==> src/design/irm_pkg.sv <==
// ----------------------------------------------------------------------------
// irm_pkg
// Shared constants and types of the interval range map.
// ----------------------------------------------------------------------------
`default_nettype none

package irm_pkg;

  localparam int DEF_CAPACITY    = 64;
  localparam int DEF_KEY_WIDTH   = 16;
  localparam int DEF_VALUE_WIDTH = 16;

  localparam logic MODE_ASSIGN = 1'b0;
  localparam logic MODE_LOOKUP = 1'b1;

  localparam logic STATUS_DONE = 1'b0;
  localparam logic STATUS_FULL = 1'b1;

  // Control from the sequencer to the canonicalizer
  typedef struct packed {
    logic init;
    logic emit;
  } irm_canon_ctl_t;

endpackage

`default_nettype wire

==> src/design/irm_table.sv <==
// ----------------------------------------------------------------------------
// irm_table
// Two-bank breakpoint store: one write port, one registered read port.
// ----------------------------------------------------------------------------
`default_nettype none

module irm_table #(
  parameter int CAPACITY    = 64,
  parameter int KEY_WIDTH   = 16,
  parameter int VALUE_WIDTH = 16
) (
  input  wire                             clk,
  input  wire                             wr_en,
  input  wire [$clog2(CAPACITY):0]        wr_addr,
  input  wire [KEY_WIDTH-1:0]             wr_key,
  input  wire [VALUE_WIDTH-1:0]           wr_val,
  input  wire                             rd_en,
  input  wire [$clog2(CAPACITY):0]        rd_addr,
  output logic [KEY_WIDTH-1:0]            rd_key,
  output logic [VALUE_WIDTH-1:0]          rd_val
);
  import irm_pkg::*;

  localparam int DEPTH = 2 * (1 << $clog2(CAPACITY));

  logic [KEY_WIDTH-1:0]   mem_key [DEPTH];
  logic [VALUE_WIDTH-1:0] mem_val [DEPTH];

  // Write one entry
  always_ff @(posedge clk) begin
    if (wr_en) begin
      mem_key[wr_addr] <= wr_key;
      mem_val[wr_addr] <= wr_val;
    end
  end

  // Read one entry, registered
  always_ff @(posedge clk) begin
    if (rd_en) begin
      rd_key <= mem_key[rd_addr];
      rd_val <= mem_val[rd_addr];
    end
  end

endmodule

`default_nettype wire

==> src/design/irm_canon.sv <==
// ----------------------------------------------------------------------------
// irm_canon
// Canonicalizer: keeps only breakpoints that change the value and counts them.
// ----------------------------------------------------------------------------
`default_nettype none

module irm_canon #(
  parameter int CAPACITY    = 64,
  parameter int KEY_WIDTH   = 16,
  parameter int VALUE_WIDTH = 16
) (
  input  wire                                  clk,
  input  wire                                  rst,
  input  irm_pkg::irm_canon_ctl_t              ctl,
  input  wire [VALUE_WIDTH-1:0]                dflt,
  input  wire [KEY_WIDTH-1:0]                  emit_key,
  input  wire [VALUE_WIDTH-1:0]                emit_val,
  output logic                                 wr_en,
  output logic [$clog2(CAPACITY)-1:0]          wr_idx,
  output logic [KEY_WIDTH-1:0]                 wr_key,
  output logic [VALUE_WIDTH-1:0]               wr_val,
  output logic [$clog2(CAPACITY+3)-1:0]        fill
);
  import irm_pkg::*;

  localparam int AW = $clog2(CAPACITY);
  localparam int MW = $clog2(CAPACITY + 3);

  logic [VALUE_WIDTH-1:0] prev;
  logic                   change;

  // Keep an entry only when its value differs from the last kept one
  always_comb begin
    change = ctl.emit && (emit_val != prev);
    wr_en  = change && (fill < MW'(CAPACITY));
    wr_idx = fill[AW-1:0];
    wr_key = emit_key;
    wr_val = emit_val;
  end

  always_ff @(posedge clk) begin
    if (rst) begin
      fill <= '0;
    end else if (ctl.init) begin
      fill <= '0;
    end else if (change) begin
      fill <= fill + MW'(1);
    end
  end

  always_ff @(posedge clk) begin
    if (ctl.init) begin
      prev <= dflt;
    end else if (change) begin
      prev <= emit_val;
    end
  end

endmodule

`default_nettype wire

==> src/design/interval_range_map.sv <==
// ----------------------------------------------------------------------------
// interval_range_map
// Piecewise-constant key-to-value map held as sorted breakpoints; lookup and
// range assign with canonical merging, under a small sequencer.
// ----------------------------------------------------------------------------
//  channel | signals                                   | role
//  in      | in_valid/in_ready, mode, key_*, new_value | lookup or assign
//  out     | out_valid/out_ready, mapped_value, ...    | one result per item
//  cfg     | cfg_valid/cfg_ready, cfg_data             | default value write
//
// Lookup scans the breakpoint store once, assign scans it twice; each scan
// goes through the single read port of the breakpoint store, streamed one
// entry a cycle. An empty assign range skips the scans.
// A new item is taken while the previous result waits on out_ready.
// Reset clears the breakpoint count; the store itself needs no clearing.
`default_nettype none

module interval_range_map #(
  parameter int CAPACITY    = irm_pkg::DEF_CAPACITY,
  parameter int KEY_WIDTH   = irm_pkg::DEF_KEY_WIDTH,
  parameter int VALUE_WIDTH = irm_pkg::DEF_VALUE_WIDTH
) (
  input  wire                              clk,
  input  wire                              rst,
  input  wire                              cfg_valid,
  output logic                             cfg_ready,
  input  wire [VALUE_WIDTH-1:0]            cfg_data,
  input  wire                              in_valid,
  output logic                             in_ready,
  input  wire                              mode,
  input  wire [KEY_WIDTH-1:0]              key_begin,
  input  wire [KEY_WIDTH-1:0]              key_end,
  input  wire [VALUE_WIDTH-1:0]            new_value,
  output logic                             out_valid,
  input  wire                              out_ready,
  output logic [VALUE_WIDTH-1:0]           mapped_value,
  output logic                             status,
  output logic [$clog2(CAPACITY+1)-1:0]    entries_used
);
  import irm_pkg::*;

  localparam int AW = $clog2(CAPACITY);
  localparam int CW = $clog2(CAPACITY + 1);
  localparam int MW = $clog2(CAPACITY + 3);

  localparam logic [2:0] S_IDLE  = 3'd0;
  localparam logic [2:0] S_SCANA = 3'd1;
  localparam logic [2:0] S_EMITB = 3'd2;
  localparam logic [2:0] S_EMITE = 3'd3;
  localparam logic [2:0] S_SCANB = 3'd4;
  localparam logic [2:0] S_FIN   = 3'd5;

  logic [2:0]             state;
  logic [VALUE_WIDTH-1:0] dflt;
  logic [CW-1:0]          count;
  logic                   bank;
  logic                   mode_q;
  logic                   empty_q;
  logic [KEY_WIDTH-1:0]   kb_q;
  logic [KEY_WIDTH-1:0]   ke_q;
  logic [VALUE_WIDTH-1:0] nv_q;
  logic [VALUE_WIDTH-1:0] found;
  logic [CW-1:0]          rd_idx;
  logic                   pend;
  logic                   issue;
  logic                   scanning;
  logic                   scan_done;
  logic [KEY_WIDTH-1:0]   rd_key;
  logic [VALUE_WIDTH-1:0] rd_val;
  logic [KEY_WIDTH-1:0]   probe;
  logic                   in_fire;
  logic                   out_load;
  logic                   full;

  irm_canon_ctl_t         cctl;
  logic [KEY_WIDTH-1:0]   emit_key;
  logic [VALUE_WIDTH-1:0] emit_val;
  logic                   wr_en;
  logic [AW-1:0]          wr_idx;
  logic [KEY_WIDTH-1:0]   wr_key;
  logic [VALUE_WIDTH-1:0] wr_val;
  logic [MW-1:0]          fill;

  assign cfg_ready = 1'b1;
  assign in_ready  = (state == S_IDLE);
  assign in_fire   = in_valid && in_ready;

  // Hold the default value
  always_ff @(posedge clk) begin
    if (rst) begin
      dflt <= '0;
    end else if (cfg_valid) begin
      dflt <= cfg_data;
    end
  end

  // Stream the live bank one entry a cycle
  always_comb begin
    scanning  = (state == S_SCANA) || (state == S_SCANB);
    issue     = scanning && (rd_idx < count);
    scan_done = scanning && !issue && !pend;
    probe     = (mode_q == MODE_LOOKUP) ? kb_q : ke_q;
    full      = fill > MW'(CAPACITY);
  end

  // Route emitted breakpoints to the canonicalizer
  always_comb begin
    cctl.init = in_fire;
    cctl.emit = 1'b0;
    emit_key  = rd_key;
    emit_val  = rd_val;
    case (state)
      S_SCANA: cctl.emit = pend && (mode_q == MODE_ASSIGN) && (rd_key < kb_q);
      S_EMITB: begin
        cctl.emit = 1'b1;
        emit_key  = kb_q;
        emit_val  = nv_q;
      end
      S_EMITE: begin
        cctl.emit = 1'b1;
        emit_key  = ke_q;
        emit_val  = found;
      end
      S_SCANB: cctl.emit = pend && (rd_key > ke_q);
      default: cctl.emit = 1'b0;
    endcase
  end

  irm_canon #(
    .CAPACITY   (CAPACITY),
    .KEY_WIDTH  (KEY_WIDTH),
    .VALUE_WIDTH(VALUE_WIDTH)
  ) u_canon (
    .clk     (clk),
    .rst     (rst),
    .ctl     (cctl),
    .dflt    (dflt),
    .emit_key(emit_key),
    .emit_val(emit_val),
    .wr_en   (wr_en),
    .wr_idx  (wr_idx),
    .wr_key  (wr_key),
    .wr_val  (wr_val),
    .fill    (fill)
  );

  irm_table #(
    .CAPACITY   (CAPACITY),
    .KEY_WIDTH  (KEY_WIDTH),
    .VALUE_WIDTH(VALUE_WIDTH)
  ) u_table (
    .clk    (clk),
    .wr_en  (wr_en),
    .wr_addr({~bank, wr_idx}),
    .wr_key (wr_key),
    .wr_val (wr_val),
    .rd_en  (issue),
    .rd_addr({bank, rd_idx[AW-1:0]}),
    .rd_key (rd_key),
    .rd_val (rd_val)
  );

  // Latch the item
  always_ff @(posedge clk) begin
    if (in_fire) begin
      mode_q  <= mode;
      empty_q <= (mode == MODE_ASSIGN) && (key_begin >= key_end);
      kb_q    <= key_begin;
      ke_q    <= key_end;
      nv_q    <= new_value;
    end
  end

  // Track the value at the probe key during the first pass
  always_ff @(posedge clk) begin
    if (in_fire) begin
      found <= dflt;
    end else if ((state == S_SCANA) && pend && (rd_key <= probe)) begin
      found <= rd_val;
    end
  end

  // Advance the read stream
  always_ff @(posedge clk) begin
    if (rst) begin
      rd_idx <= '0;
      pend   <= 1'b0;
    end else if (!scanning) begin
      rd_idx <= '0;
      pend   <= 1'b0;
    end else begin
      pend <= issue;
      if (issue) begin
        rd_idx <= rd_idx + CW'(1);
      end
    end
  end

  assign out_load = (state == S_FIN) && (!out_valid || out_ready);

  // Sequencer and table commit
  always_ff @(posedge clk) begin
    if (rst) begin
      state <= S_IDLE;
      count <= '0;
      bank  <= 1'b0;
    end else begin
      case (state)
        S_IDLE: begin
          if (in_fire) begin
            if ((mode == MODE_ASSIGN) && (key_begin >= key_end)) begin
              state <= S_FIN;
            end else begin
              state <= S_SCANA;
            end
          end
        end
        S_SCANA: begin
          if (scan_done) begin
            state <= (mode_q == MODE_LOOKUP) ? S_FIN : S_EMITB;
          end
        end
        S_EMITB: state <= S_EMITE;
        S_EMITE: state <= S_SCANB;
        S_SCANB: begin
          if (scan_done) begin
            state <= S_FIN;
            if (!full) begin
              bank  <= ~bank;
              count <= fill[CW-1:0];
            end
          end
        end
        S_FIN: begin
          if (out_load) begin
            state <= S_IDLE;
          end
        end
        default: state <= S_IDLE;
      endcase
    end
  end

  // Output register
  always_ff @(posedge clk) begin
    if (rst) begin
      out_valid <= 1'b0;
    end else if (out_load) begin
      out_valid <= 1'b1;
    end else if (out_ready) begin
      out_valid <= 1'b0;
    end
  end

  always_ff @(posedge clk) begin
    if (out_load) begin
      entries_used <= count;
      if (mode_q == MODE_LOOKUP) begin
        mapped_value <= found;
        status       <= STATUS_DONE;
      end else begin
        mapped_value <= '0;
        status       <= (!empty_q && full) ? STATUS_FULL : STATUS_DONE;
      end
    end
  end

endmodule

`default_nettype wire

==> config.mk <==
export PLATFORM = sky130hd
export DESIGN_NAME = interval_range_map
export DESIGN_NICKNAME = d
export VERILOG_FILES = /design/src/design/irm_pkg.sv /design/src/design/irm_table.sv /design/src/design/irm_canon.sv /design/src/design/interval_range_map.sv
export SDC_FILE = /design/constraint.sdc
export NUM_CORES = 2
export LEC_CHECK = 0
export BUFFER_PORTS_ARGS = -buffer_cell sky130_fd_sc_hd__buf_2
export CAP_MARGIN = 20
export CORE_MARGIN = 1.5
export CORE_UTILIZATION = 28
export CTS_CLUSTER_SIZE = 8
export DETAILED_ROUTE_END_ITERATION = 7
export MAX_ROUTING_LAYER = met4
export PLACE_DENSITY_LB_ADDON = 0.05
export REMOVE_ABC_BUFFERS = 1
export SLEW_MARGIN = 20
export SYNTH_ARGS = -nofsm -noshare
export SYNTH_HDL_FRONTEND = slang
export SYNTH_SLANG_ARGS = --single-unit
export TNS_END_PERCENT = 100
==> constraint.sdc <==
create_clock -name clk -period 16.07 [get_ports clk]
set_clock_uncertainty 0.2 [all_clocks]
set_input_delay 3.214 -clock clk [delete_from_list [all_inputs] [get_ports clk]]
set_output_delay 3.214 -clock clk [all_outputs]
set_load 0.005 [all_outputs]
==> flow_metrics.py <==
metrics = {
    "sta": {
        "fmax_ghz": 0.164,
        "final_slew_viol_count": 0,
        "period_share_pct": 38.0,
        "setup_viol_count_final": 0,
        "period_minus_slack_ns": 6.10,
        "tns_ns": 0,
        "grt_setup_unrepaired": "no",
        "timing_hold_violations_final": 0,
        "max_slew.worst_pin.slew_ns": 1.17,
        "worst_slew_margin_rel_pct": 21.5,
        "fin_ws_ns": 9.97,
    },
    "synthesis": {
        "summed_instance_area_of_the_synthesized_netlist_um2": 166000,
        "synth.avg_cell_area_um2": 22.8,
        "synth_edf_count": 4234,
        "synth_largest_type_area_fraction_pct": 76.7,
        "yosysTopAreaCell": "sky130_fd_sc_hd__edfxtp_1",
        "flip_flop_cell_with_the_highest_count_after_synthesis": "sky130_fd_sc_hd__edfxtp_1",
        "async_flop_share_pct": 0,
        "ys_seq_elements": 4277,
        "synth_top_cells_by_area": "sky130_fd_sc_hd__edfxtp_1 77%, sky130_fd_sc_hd__mux4_2 16%, sky130_fd_sc_hd__mux2i_1 1.1%",
        "synthesis.instances": 7255,
        "synthesis.yosys.warnings": 0,
        "ys_types": 61,
        "synth-seq-area-share_pct": 77.2,
    },
    "finish": {
        "drive_above_1_share_pct": 31.6,
        "layout.filler_cells": 55290,
        "commonest_non_fill_non_tap_cells_in_the_layout": "4234 x sky130_fd_sc_hd__edfxtp_1, 1164 x sky130_fd_sc_hd__mux4_2, 618 x sky130_fd_sc_hd__clkbuf_16, 320 x sky130_fd_sc_hd__buf_4, 180 x sky130_fd_sc_hd__mux2i_1",
        "multi_input_area_um2": 36900,
        "nets": 8051,
        "stdcell_area_um2": 195000,
        "area_growth_pct": 17.6,
        "regArea_um2": 128000,
        "layout_commonest_cell": "sky130_fd_sc_hd__edfxtp_1",
        "post-route-util_pct": 33.1,
    },
    "placed_design": {
        "port_buf_inserts": 95,
        "post_dp_cell_area_um2": 178000,
        "place.gp.congestion": 0.787,
        "post-place-ws_ns": 9.89,
        "dp_wirelength_um": 324000,
    },
    "critical_path": {
        "critical_path.slowest_cell": "sky130_fd_sc_hd__dfxtp_4",
        "setup.worst_path.class": "flop to output pin",
        "crit-reg2reg-capture": "u_table.rd_val[3]",
        "reg2reg_setup_slack_ns": 10.01,
        "crit_path_max_incr_delay_ns": 0.63,
        "reg2reg_from": "rd_idx[1]",
        "r2r_cells": 8,
        "critical_path_destination": "in_ready",
        "worst_path_max_fanout": 24,
        "worst_ep_arrival_time_ns": 2.68,
        "worst_path_dominant_cell_family": "buffers and inverters",
        "worstPathCellList": "buf_4 > nor3_1 > buf_4 > buf_2",
        "critical_path_cell_count": 4,
        "critical_path.n_buffers_inverters": 3,
        "worst_setup_path_end_kind": "output pin",
        "worst_setup_path_start_kind": "flop",
        "crit_required_ns": 12.66,
        "crit_start": "state[0]",
        "worst_path_most_repeated_cell": "sky130_fd_sc_hd__buf_4",
    },
    "floorplanning": {
        "die_y_um": 772,
        "floorplan.core_area_um2": 590000,
        "floorplan.die.width_um": 772,
        "io-pin-count": 97,
        "start_util_pct": 28.1,
        "dieArea_um2": 597000,
        "num_rows": 282,
    },
    "routing": {
        "drt_wl_total_um": 572000,
        "detailedRoute.firstIterationViolations": 7739,
        "detail-route-antenna-nets": 0,
        "avgRoutedWirePerCell_um": 36.0,
        "mean_number_of_vias_per_cell": 4.98,
        "drc_errors": 0,
        "overall_via_count_from_detail_route": 79128,
        "drt-pass1-iter-count": 7,
    },
    "global_route": {
        "grt_pass1_wl_um": 766000,
        "grt_pass1_vias": 83740,
        "pin_count_of_the_biggest_net_entering_global_routing": 130,
        "grt_antenna_before_repair": 61,
        "overflow": 0,
        "track_usage_pct": 19.5,
    },
    "clock_tree": {
        "cts_made_buffers": 608,
        "clock_tree.root_cell": "sky130_fd_sc_hd__clkbuf_16",
        "h_tree_levels": 6,
        "cts.sink_count": 4277,
        "postCtsResizedCells": 0,
        "clk_transition_reported_paths_ns": 0.06,
        "post-cts-setup-buffers": 0,
        "total_of_hold_buffers_inserted_after_clock_tree_synthesis": 0,
        "insertion_delay_ns": 1.07,
        "cts_tree": "yes",
        "number_of_buffers_on_the_longest_clock_path": 4,
    },
    "power_and_ir_drop": {
        "switching_portion_of_total_power_pct": 24.8,
        "power.internal_mw": 20.5,
        "power_frac_comb_pct": 8.9,
        "leak_pwr_nw": 59.1,
        "power_density_over_the_cells_nw_per_um2": 140,
        "seq_power_share_pct": 48.3,
        "p_sw_mw": 6.77,
        "peakVddDrop_mv": 0.109,
        "portion_of_total_power_attributed_to_the_clock_network_pct": 42.7,
    },
    "hold_path": {
        "min_path_type": "flop to flop",
    },
    "run": {
        "max_cap_violations": 0,
    },
    "run_status": {
        "status": "finished, final reports clean",
    },
}
## how the worst min path moves through the flow
stage               slack (ns)  startpoint  depth (start not counted)              end
global route              0.29    count[1]                          0  entries_used[1]
CTS                       0.27    count[1]                          0  entries_used[1]
floorplan                 0.23    count[1]                          0  entries_used[1]
global placement          0.26    count[1]                          0  entries_used[1]
finish                    0.28    count[3]                          0  entries_used[3]
detailed placement        0.26    count[1]                          0  entries_used[1]
## routing by layer
metal	global-route usage (%)	wire, um	share of wire [%]
met1	26.0	252000	44
met2	32.0	282000	49
met3	2.52	25400	4.4
met4	4.11	12000	2.1
met5	-	0	0
## registers in the layout, summed over array words and instances, names as in the netlist, 7 cells and up
| signal | flops |
|---|---|
| mapped_value | 16 |
| found | 16 |
| rd_idx | 7 |
| ke_q | 16 |
| u_table.mem_key | 2048 |
| kb_q | 16 |
| dflt | 16 |
| u_table.rd_val | 16 |
| nv_q | 16 |
| u_table.rd_key | 16 |
| count | 7 |
| u_canon.fill | 7 |
| u_table.mem_val | 2048 |
| u_canon.prev | 16 |
| entries_used | 7 |
## stage by stage
step	hold WS, ns	std cells	power (mW)
5_1_grt	0.293	15870	28.2
3_5_place_dp	0.265	15109	15.9
2_1_floorplan	0.229	6866	15.5
4_1_cts	0.270	15845	27.7
3_3_place_gp	0.262	15105	15.9
6_report	0.284	15895	27.3
## kinds of logic (layout without fill, tap and decap cells)
kind of cell	after synthesis	after routing	synth area share, %
DFF	4277	4277	77.2
muxes	1421	1421	17.4
and+or+nand+nor	629	629	1.86
buffers and inverters	452	1232	1.32
AOI/OAI and AO/OA	366	366	1.42
adders and majority gates	72	72	0.544
xor gates and xnor gates	37	37	0.196
other	1	51	0.00226
## power by group through the flow
stage          clock network (mW)  logic [mW]  registers (mW)
3_5_place_dp                    0        2.51            13.4
3_3_place_gp                    0        2.46            13.4
4_1_cts                      12.0        2.52            13.2
6_report                     11.7        2.43            13.2
5_1_grt                      12.4        2.61            13.2
2_1_floorplan                   0        1.82            13.7
## synthesized netlist by cell type (3+ instances only)
| library cell | instances |
|---|---|
| sky130_fd_sc_hd__mux4_2 | 1164 |
| sky130_fd_sc_hd__edfxtp_1 | 4234 |
| sky130_fd_sc_hd__dfxtp_1 | 43 |
| sky130_fd_sc_hd__o21a_1 | 9 |
| sky130_fd_sc_hd__mux2_2 | 77 |
| sky130_fd_sc_hd__nor2_1 | 167 |
| sky130_fd_sc_hd__mux2i_1 | 180 |
| sky130_fd_sc_hd__o31ai_1 | 3 |
| sky130_fd_sc_hd__o21ai_0 | 63 |
| sky130_fd_sc_hd__inv_1 | 61 |
| sky130_fd_sc_hd__nor3_1 | 50 |
| sky130_fd_sc_hd__nor2b_1 | 19 |
| sky130_fd_sc_hd__nor4_1 | 10 |
| sky130_fd_sc_hd__nand2b_1 | 9 |
| sky130_fd_sc_hd__nand4_4 | 4 |
| sky130_fd_sc_hd__buf_4 | 56 |
| sky130_fd_sc_hd__a21oi_1 | 68 |
| sky130_fd_sc_hd__buf_1 | 30 |
| sky130_fd_sc_hd__nand4_1 | 20 |
| sky130_fd_sc_hd__ha_1 | 72 |
| sky130_fd_sc_hd__nand3_1 | 57 |
| sky130_fd_sc_hd__nand2_1 | 165 |
| sky130_fd_sc_hd__a22oi_1 | 10 |
| sky130_fd_sc_hd__nand3b_1 | 4 |
| sky130_fd_sc_hd__clkbuf_1 | 173 |
| sky130_fd_sc_hd__and2_1 | 86 |
| sky130_fd_sc_hd__or3_1 | 21 |
| sky130_fd_sc_hd__a31oi_1 | 3 |
| sky130_fd_sc_hd__a2111oi_0 | 4 |
| sky130_fd_sc_hd__nor3b_1 | 3 |
| sky130_fd_sc_hd__xnor2_1 | 35 |
| sky130_fd_sc_hd__a21o_1 | 4 |
| sky130_fd_sc_hd__a211oi_1 | 121 |
| sky130_fd_sc_hd__o22ai_1 | 68 |
| sky130_fd_sc_hd__buf_6 | 18 |
| sky130_fd_sc_hd__buf_2 | 112 |
| sky130_fd_sc_hd__and3_1 | 3 |
## worst reg2reg max path: cells and delay by family (launching register included)
family / cells / cell delay [ns]
buf+inv: 4 / 2.86
flops: 1 / 0.84
compound gates: 1 / 0.68
simple gates: 1 / 0.11
mux: 2 / 1.10
## area by class of cell
type,instances,area share (%)
tap,7810,5.01
timing repair buffer,433,1.66
antenna,50,0.0642
inverter,63,0.126
sequential,4277,65.7
clock inverter,51,0.472
multi-input combinational,2526,18.9
clock buffer,685,8.07
(Power assumes the default switching activity.)
